===== config.mk =====
export PLATFORM = sky130hd
export DESIGN_NAME = word_frame_deframer_with_sum
export DESIGN_NICKNAME = d
export VERILOG_FILES = /design/src/design/wfd_pkg.sv /design/src/design/word_frame_deframer_with_sum.sv /design/src/design/wfd_parser.sv /design/src/design/wfd_out_stage.sv
export VERILOG_INCLUDE_DIRS = /design/src /design/src/design
export SDC_FILE = /design/constraint.sdc
export NUM_CORES = 1
export LEC_CHECK = 0
export BUFFER_PORTS_ARGS = -buffer_cell sky130_fd_sc_hd__buf_4
export CAP_MARGIN = 5
export CORE_MARGIN = 2
export CORE_UTILIZATION = 25
export DETAILED_ROUTE_END_ITERATION = 6
export GPL_TIMING_DRIVEN = 0
export SETUP_SLACK_MARGIN = 0.5
export SYNTH_ARGS = -nofsm -noshare
export SYNTH_HDL_FRONTEND = slang
export SYNTH_SLANG_ARGS = --single-unit

===== constraint.sdc =====
create_clock -name clk -period 5.51 [get_ports clk]
set_input_delay 1.102 -clock clk [delete_from_list [all_inputs] [get_ports clk]]
set_output_delay 1.102 -clock clk [all_outputs]
set_load 0.005 [all_outputs]

===== src/design/word_frame_deframer_with_sum_assert.svh =====
// Assertion macros shared by the deframer modules.
// Each macro expects clk and rst_n in scope.
`ifndef WORD_FRAME_DEFRAMER_WITH_SUM_ASSERT_SVH
`define WORD_FRAME_DEFRAMER_WITH_SUM_ASSERT_SVH

// Same-cycle implication, checked out of reset.
`define WFD_ASSERT_NOW(label, cond, expr, msg) \
    label: assert property (@(posedge clk) disable iff (!rst_n) (cond) |-> (expr)) \
        else $error(msg);

// Next-cycle implication, checked out of reset.
`define WFD_ASSERT_NEXT(label, cond, expr, msg) \
    label: assert property (@(posedge clk) disable iff (!rst_n) (cond) |=> (expr)) \
        else $error(msg);

`endif


===== src/design/wfd_pkg.sv =====
`default_nettype none

package wfd_pkg;

    // Parser phase
    typedef enum logic [2:0] {
        PH_WAIT_HEADER = 3'd0,
        PH_LENGTH      = 3'd1,
        PH_PAYLOAD     = 3'd2,
        PH_CHECKSUM    = 3'd3,
        PH_DONE        = 3'd4,
        PH_LEN_ERROR   = 3'd5
    } phase_t;

    // Final status codes
    localparam logic [1:0] ST_OK       = 2'd0;
    localparam logic [1:0] ST_LEN_ERR  = 2'd1;
    localparam logic [1:0] ST_SUM_ERR  = 2'd2;
    localparam logic [1:0] ST_NO_FRAME = 2'd3;

    // Request kinds
    localparam logic CMD_WORD = 1'b0;
    localparam logic CMD_END  = 1'b1;

    // Result kinds
    localparam logic KIND_PAYLOAD = 1'b0;
    localparam logic KIND_STATUS  = 1'b1;

    // Configuration register indexes
    localparam logic CFG_HEADER_WORD = 1'b0;
    localparam logic CFG_MAX_LENGTH  = 1'b1;

    // Reset values
    localparam logic [15:0] HEADER_WORD_RESET  = 16'h8888;
    localparam logic [15:0] MAX_LENGTH_RESET   = 16'd300;
    localparam logic [15:0] RECEIVED_SUM_RESET = 16'hffff;

    typedef struct packed {
        logic [15:0] header_word;
        logic [15:0] max_length;
    } cfg_t;

    typedef struct packed {
        logic        cmd;
        logic [15:0] word;
    } item_t;

    typedef struct packed {
        logic        kind;
        logic [15:0] payload;
        logic [15:0] position;
        logic [1:0]  status;
        logic        last;
    } result_t;

endpackage

`default_nettype wire


===== src/design/word_frame_deframer_with_sum.sv =====
// Length-prefixed frame parser with a 16-bit additive checksum. Each request carries either a
// received word (cmd 0) or an end-of-transfer event (cmd 1). Words are ignored until one matches
// header_word; the next word is the payload length (1 to max_length, otherwise the frame is a
// length error). Payload words come out one per request as kind 0 results with their index in
// position, and are summed modulo 2^16; the word after the payload is taken as the checksum and
// any later words are ignored. An end request always yields one kind 1 result with last set and
// status 0 ok, 1 length error, 2 checksum mismatch or 3 incomplete/no frame, and returns the
// parser to hunting for a header; the configuration registers are kept. Rate: one request per
// clock while in_stall is low, since each word needs only one compare, one add and a counter
// update in the parser stage. Each result is registered in the output register, or in the skid
// register when that one is full and stalled; the skid register is one entry deep, so in_stall is
// high only while both hold results. Write header_word (index 0) and max_length (index 1) on
// the configuration channel only while no frame traffic is in flight; cfg_ready is always high.
// The consumer must discard delivered payload words when the final status is not ok.

`default_nettype none

module word_frame_deframer_with_sum (
    input  wire logic        clk,
    input  wire logic        rst_n,

    // Request channel
    input  wire logic        in_valid,
    output logic             in_stall,
    input  wire logic        cmd,
    input  wire logic [15:0] word,

    // Result channel
    output logic             out_valid,
    input  wire logic        out_stall,
    output logic             kind,
    output logic [15:0]      payload,
    output logic [15:0]      position,
    output logic [1:0]       status,
    output logic             last,

    // Configuration write channel
    input  wire logic        cfg_valid,
    output logic             cfg_ready,
    input  wire logic        cfg_index,
    input  wire logic [15:0] cfg_data
);

    wfd_pkg::cfg_t    cfg_reg, cfg_next;
    wfd_pkg::item_t   item;
    wfd_pkg::result_t res;
    wfd_pkg::result_t out_data;
    logic             res_valid;
    logic             stage_full;
    logic             in_accept;

    // Configuration registers: always ready, hold between writes
    assign cfg_ready = 1'b1;

    always_comb
    begin
        cfg_next = cfg_reg;
        if (cfg_valid)
        begin
            unique case (cfg_index)
                wfd_pkg::CFG_HEADER_WORD: cfg_next.header_word = cfg_data;
                wfd_pkg::CFG_MAX_LENGTH:  cfg_next.max_length  = cfg_data;
            endcase
        end
    end

    always_ff @(posedge clk or negedge rst_n)
    begin
        if (!rst_n)
        begin
            cfg_reg.header_word <= wfd_pkg::HEADER_WORD_RESET;
            cfg_reg.max_length  <= wfd_pkg::MAX_LENGTH_RESET;
        end
        else
        begin
            cfg_reg <= cfg_next;
        end
    end

    // Accept a request whenever the skid register is free
    assign in_stall  = stage_full;
    assign in_accept = in_valid && !stage_full;

    assign item.cmd  = cmd;
    assign item.word = word;

    wfd_parser u_parser (
        .clk       (clk),
        .rst_n     (rst_n),
        .cfg       (cfg_reg),
        .accept    (in_accept),
        .item      (item),
        .res_valid (res_valid),
        .res       (res)
    );

    wfd_out_stage u_out_stage (
        .clk       (clk),
        .rst_n     (rst_n),
        .push      (res_valid),
        .push_data (res),
        .full      (stage_full),
        .out_valid (out_valid),
        .out_stall (out_stall),
        .out_data  (out_data)
    );

    assign kind     = out_data.kind;
    assign payload  = out_data.payload;
    assign position = out_data.position;
    assign status   = out_data.status;
    assign last     = out_data.last;

endmodule

`default_nettype wire


===== src/design/wfd_parser.sv =====
`default_nettype none

`include "word_frame_deframer_with_sum_assert.svh"

module wfd_parser (
    input  wire logic            clk,
    input  wire logic            rst_n,
    input  wire wfd_pkg::cfg_t   cfg,
    input  wire logic            accept,
    input  wire wfd_pkg::item_t  item,
    output logic                 res_valid,
    output wfd_pkg::result_t     res
);

    wfd_pkg::phase_t phase_reg, phase_next;
    logic [15:0] frame_length_reg, frame_length_next;
    logic [15:0] words_seen_reg, words_seen_next;
    logic [15:0] running_sum_reg, running_sum_next;
    logic [15:0] received_sum_reg, received_sum_next;
    logic [15:0] words_seen_inc;
    logic [1:0]  end_status;

    assign words_seen_inc = words_seen_reg + 16'd1;

    always_comb
    begin
        unique case (phase_reg)
            wfd_pkg::PH_LEN_ERROR: end_status = wfd_pkg::ST_LEN_ERR;
            wfd_pkg::PH_DONE:
                end_status = (running_sum_reg == received_sum_reg) ? wfd_pkg::ST_OK
                                                                   : wfd_pkg::ST_SUM_ERR;
            default: end_status = wfd_pkg::ST_NO_FRAME;
        endcase
    end

    always_comb
    begin
        phase_next        = phase_reg;
        frame_length_next = frame_length_reg;
        words_seen_next   = words_seen_reg;
        running_sum_next  = running_sum_reg;
        received_sum_next = received_sum_reg;
        res_valid         = 1'b0;
        res               = '0;

        if (accept)
        begin
            if (item.cmd == wfd_pkg::CMD_END)
            begin
                // Report and drop the frame
                res_valid         = 1'b1;
                res.kind          = wfd_pkg::KIND_STATUS;
                res.status        = end_status;
                res.last          = 1'b1;
                phase_next        = wfd_pkg::PH_WAIT_HEADER;
                frame_length_next = '0;
                words_seen_next   = '0;
                running_sum_next  = '0;
                received_sum_next = wfd_pkg::RECEIVED_SUM_RESET;
            end
            else
            begin
                unique case (phase_reg)
                    wfd_pkg::PH_WAIT_HEADER:
                    begin
                        if (item.word == cfg.header_word)
                            phase_next = wfd_pkg::PH_LENGTH;
                    end
                    wfd_pkg::PH_LENGTH:
                    begin
                        frame_length_next = item.word;
                        words_seen_next   = '0;
                        if (item.word == 16'd0 || item.word > cfg.max_length)
                            phase_next = wfd_pkg::PH_LEN_ERROR;
                        else
                            phase_next = wfd_pkg::PH_PAYLOAD;
                    end
                    wfd_pkg::PH_PAYLOAD:
                    begin
                        res_valid        = 1'b1;
                        res.kind         = wfd_pkg::KIND_PAYLOAD;
                        res.payload      = item.word;
                        res.position     = words_seen_reg;
                        running_sum_next = running_sum_reg + item.word;
                        words_seen_next  = words_seen_inc;
                        if (words_seen_inc >= frame_length_reg)
                            phase_next = wfd_pkg::PH_CHECKSUM;
                    end
                    wfd_pkg::PH_CHECKSUM:
                    begin
                        received_sum_next = item.word;
                        phase_next        = wfd_pkg::PH_DONE;
                    end
                    default:
                    begin
                        // ignore words after the checksum or after a bad length
                    end
                endcase
            end
        end
    end

    always_ff @(posedge clk or negedge rst_n)
    begin
        if (!rst_n)
        begin
            phase_reg        <= wfd_pkg::PH_WAIT_HEADER;
            frame_length_reg <= '0;
            words_seen_reg   <= '0;
            running_sum_reg  <= '0;
            received_sum_reg <= wfd_pkg::RECEIVED_SUM_RESET;
        end
        else
        begin
            phase_reg        <= phase_next;
            frame_length_reg <= frame_length_next;
            words_seen_reg   <= words_seen_next;
            running_sum_reg  <= running_sum_next;
            received_sum_reg <= received_sum_next;
        end
    end

    `WFD_ASSERT_NEXT(a_end_clears, accept && item.cmd == wfd_pkg::CMD_END,
        phase_reg == wfd_pkg::PH_WAIT_HEADER && running_sum_reg == 16'd0,
        "end request did not clear the frame")
    `WFD_ASSERT_NOW(a_payload_count, phase_reg == wfd_pkg::PH_PAYLOAD,
        frame_length_reg != 16'd0 && words_seen_reg < frame_length_reg,
        "payload count out of range")
    `WFD_ASSERT_NOW(a_result_only_on_accept, res_valid, accept,
        "result produced without an accepted request")

endmodule

`default_nettype wire


===== src/design/wfd_out_stage.sv =====
`default_nettype none

`include "word_frame_deframer_with_sum_assert.svh"

module wfd_out_stage (
    input  wire logic              clk,
    input  wire logic              rst_n,
    input  wire logic              push,
    input  wire wfd_pkg::result_t  push_data,
    output logic                   full,
    output logic                   out_valid,
    input  wire logic              out_stall,
    output wfd_pkg::result_t       out_data
);

    logic             out_valid_reg, out_valid_next;
    logic             skid_valid_reg, skid_valid_next;
    wfd_pkg::result_t out_data_reg, out_data_next;
    wfd_pkg::result_t skid_data_reg, skid_data_next;
    logic             out_free;

    // The output slot can load when empty or being taken this cycle
    assign out_free = !out_valid_reg || !out_stall;

    always_comb
    begin
        out_valid_next  = out_valid_reg;
        skid_valid_next = skid_valid_reg;
        out_data_next   = out_data_reg;
        skid_data_next  = skid_data_reg;
        if (out_free)
        begin
            if (skid_valid_reg)
            begin
                // advance the skid entry; no push can arrive while it is full
                out_valid_next  = 1'b1;
                out_data_next   = skid_data_reg;
                skid_valid_next = 1'b0;
            end
            else
            begin
                out_valid_next = push;
                out_data_next  = push_data;
            end
        end
        else if (push)
        begin
            skid_valid_next = 1'b1;
            skid_data_next  = push_data;
        end
    end

    always_ff @(posedge clk or negedge rst_n)
    begin
        if (!rst_n)
        begin
            out_valid_reg  <= 1'b0;
            skid_valid_reg <= 1'b0;
        end
        else
        begin
            out_valid_reg  <= out_valid_next;
            skid_valid_reg <= skid_valid_next;
        end
    end

    always_ff @(posedge clk)
    begin
        out_data_reg  <= out_data_next;
        skid_data_reg <= skid_data_next;
    end

    assign full      = skid_valid_reg;
    assign out_valid = out_valid_reg;
    assign out_data  = out_data_reg;

    `WFD_ASSERT_NOW(a_skid_behind_out, skid_valid_reg, out_valid_reg,
        "skid entry held while output slot empty")
    `WFD_ASSERT_NOW(a_no_push_when_full, skid_valid_reg, !push,
        "result pushed into a full output stage")
    `WFD_ASSERT_NOW(a_status_is_last, out_valid_reg,
        (out_data_reg.kind == wfd_pkg::KIND_STATUS) == out_data_reg.last,
        "last flag does not match result kind")

endmodule

`default_nettype wire

==> impl_metrics.csv <==
group,metric,value,unit
layout,multi_input_area,0.00370,mm^2
critical_path,worstPathMaxFanout,7,
placed_design,numPortBuffers,75,
drt,vias,6026,
pwr,power_density,385,mW/mm^2
layout,ff_latch_area,0.00466,mm^2
critical_path,worstPathCellList,"ha_1 > nand2_1 > nor2_1 > and3_1 > and3_1 > nand3_1 > xnor2_1 > ha_1 > nand4_1 > nor3_1 > o211ai_1 > a21oi_2 > o21ai_1 > o32ai_1",
synth,syn_area,0.00864,mm^2
clock_tree,ctsHoldBuffers,0,
drt,viasPerCell,4.57,
sta,fin_tns_setup,0,ps
synth,syn_nets,843,
layout,drive_above_1_share,21.5,%
placed_design,hpwl,15600,um
clock_tree,h-tree-depth,4,
clock_tree,ctsResizeCount,0,
pwr,p_comb_share,26.2,%
clock_tree,post_cts_buffers,0,
sta,fin_crit,3530,ps
min_path,hold_path_class,"register to register",
clock_tree,cts_tree,"built",
synth,ys_warn_count,0,
drt,routed_wl,21700,um
sta,finalCritPeriodShare,64.1,%
floorplan,start_util,25.2,%
critical_path,worstSetupEndpointType,"register",
floorplan,die_x,190,um
pwr,power_switching,1.24,mW
sta,setup_viol,0,
global_route,grt_max_degree,60,
clock_tree,clock-root-buffer,"clkbuf_16",
placed_design,place_ws,2020,ps
critical_path,cp_slowest_cell,"dfrtp_1",
critical_path,worstSetupStartpointType,"register",
sta,slew_violations,0,
sta,skew,10.2,ps
critical_path,reg2reg_from,"u_parser.words_seen_reg[0]",
layout,synthToLayoutAreaGrowth,20.6,%
drt,drc,0,
critical_path,crit_start,"u_parser.words_seen_reg[0]",
floorplan,die_y,190,um
synth,synth_edf_count,70,
sta,final_hold_viol_count,0,
floorplan,core_area,0.0343,mm^2
drt,first_pass_iters,5,
synth,netlist_instances,755,
clock_tree,clk_pin_slew_worst_paths,70,ps
global_route,grt_util_all_layers,12.5,%
pwr,power_leakage,4.66,nW
layout,final_area,0.0104,mm^2
sta,fmax,283,MHz
global_route,grt_pass1_wl,34400,um
floorplan,die_area,0.0361,mm^2
critical_path,arrival,3850,ps
outcome,outcome,"finished clean",
clock_tree,numCtsBuffers,17,
pwr,switching_share,30.9,%
synth,ys_seq_elements,171,
clock_tree,clk_path_buf_depth,2,
clock_tree,cts.sink_count,171,
layout,fillCellCount,3528,
sta,worst_pin_slew,816,ps
layout,nets,940,
pwr,seqPwrFrac,44.3,%
global_route,antenna_found_initial,0,
global_route,grt_pass1_vias,5925,
layout,final_cell_mix,"buf_4, dfrtp_1, edfxtp_1",
drt,wl_per_cell,16.4,um
job,maxCapViolCount,0,
critical_path,cp_slowest_stage_delay,510,ps
placed_design,place.gp.congestion,0.837,
critical_path,worstSetupPathType,"register to register",
floorplan,fp-row-count,68,
pwr,p_clk_share,29.5,%
layout,final_common_cell,"buf_4",
layout,num_antenna_cells,0,
global_route,gr-total-overflow,0,
sta,max-slew-margin-rel,45.6,%
synth,seq_area_frac_synth,53.9,%
drt,ant_nets,0,
placed_design,placed_cell_area,0.00985,mm^2
pwr,p_int,2.78,mW
critical_path,crit_required,5820,ps
pwr,ir_worst_vdd,239,uV
sta,fin_ws,1980,ps
synth,ys_async_sr_fraction,59.1,%
sta,rsz0062_at_grt,"false",
clock_tree,insertion_delay,440,ps
drt,drt_iter0_drc,404,
floorplan,pin_count,78,
synth,ys.flop_type,"dfrtp_1",
synth,synth.avg_cell_area,11.4,um^2
min_path,min_from,"u_parser.received_sum_reg[11]",
synth,synth.distinct_cells,58,
-- kinds of logic after synthesis --
family | after synthesis | share of synthesized area (%)
AO/OA/AOI/OAI | 168 | 13.3
flip-flops | 171 | 53.9
adder cells (fa/ha/maj) | 49 | 7.18
buffers and inverters | 69 | 3.32
multiplexers | 33 | 4.30
other | 1 | 0.0434
AND/OR/NAND/NOR | 205 | 11.9
XOR/XNOR | 59 | 5.98
-- critical path, delay by kind of cell (launching register included) --
kind,cells,cell delay (ps)
fa+ha+maj,2,600
flops,1,510
compound gates,4,830
xor+xnor,1,160
simple gates,7,1330
-- Yosys cell counts, types with 2 or more instances --
cell type / n / area (um^2)
dfrtp_1: 77 / 1930
edfxtp_1: 70 / 2100
nand2_1: 69 / 259
ha_1: 48 / 601
a21o_1: 40 / 300
inv_1: 38 / 143
mux2_2: 32 / 360
xor2_1: 32 / 280
and2_1: 31 / 194
a21oi_1: 28 / 140
nand3_1: 27 / 135
xnor2_1: 27 / 236
a22o_1: 26 / 228
o21ai_1: 25 / 125
dfstp_2: 24 / 631
nor2_1: 24 / 90.1
clkbuf_1: 21 / 78.8
o21ai_0: 16 / 80.1
nand4_1: 12 / 75.1
nor4_1: 12 / 75.1
nor3_1: 7 / 35.0
o21a_1: 5 / 37.5
buf_2: 4 / 20.0
nand2b_1: 4 / 25.0
nor2b_1: 4 / 25.0
o211ai_1: 4 / 30.0
o31ai_1: 4 / 30.0
or3_1: 4 / 25.0
a31oi_1: 3 / 18.8
and3_1: 3 / 18.8
buf_4: 3 / 22.5
o21bai_1: 3 / 22.5
nor2_2: 2 / 12.5
o21ai_2: 2 / 17.5
-- per-layer routing --
metal | GRT usage (%) | wire (um) | share of wire [%]
met3 | 2.51 | 892 | 4.1
met5 | 0 | 0 | 0
met2 | 19.0 | 9860 | 45
met4 | 3.52 | 224 | 1.0
met1 | 18.0 | 10700 | 49
-- layout make-up --
cell class | count | share of cell area (%)
plain buffers | 30 | 1.34
clock buffers | 19 | 4.15
clock inverters | 13 | 1.34
inverters | 39 | 1.40
multi-input cells | 515 | 35.5
flip-flops and latches | 171 | 44.7
well taps | 455 | 5.46
repair buffers | 78 | 6.05
-- power groups by stage --
stage | clock network, mW | registers [mW] | logic [mW]
6_report | 1.19 | 1.78 | 1.05
5_1_grt | 1.27 | 1.81 | 1.18
4_1_cts | 1.21 | 1.78 | 1.06
3_5_place_dp | 0 | 1.80 | 1.06
3_3_place_gp | 0 | 1.80 | 1.02
2_1_floorplan | 0 | 1.77 | 0.711
-- through the flow --
stage          utilization (%)  hold WS (ps)  std cells  power, mW
2_1_floorplan                -           460        755       2.48
3_3_place_gp              28.5           475       1285       2.82
3_5_place_dp              28.7           485       1288       2.86
4_1_cts                   30.4           497       1320       4.06
5_1_grt                   30.4           511       1320       4.26
6_report                  30.4           499       1320       4.01
-- worst paths after layout --
path / slack [ps] / cells after the start / end
setup / recovery: 1980 / 14 / u_parser.phase_reg[2]
min in group asynchronous: 750 / 1 / cfg_reg[9]
max in group asynchronous: 4020 / 2 / u_parser.received_sum_reg[3]
hold reg to reg: 500 / 2 / u_parser.received_sum_reg[11]
setup reg to reg: 1980 / 14 / u_parser.phase_reg[2]
hold / removal: 500 / 2 / u_parser.received_sum_reg[11]
No activity file was read; power rests on OpenSTA's default activity.
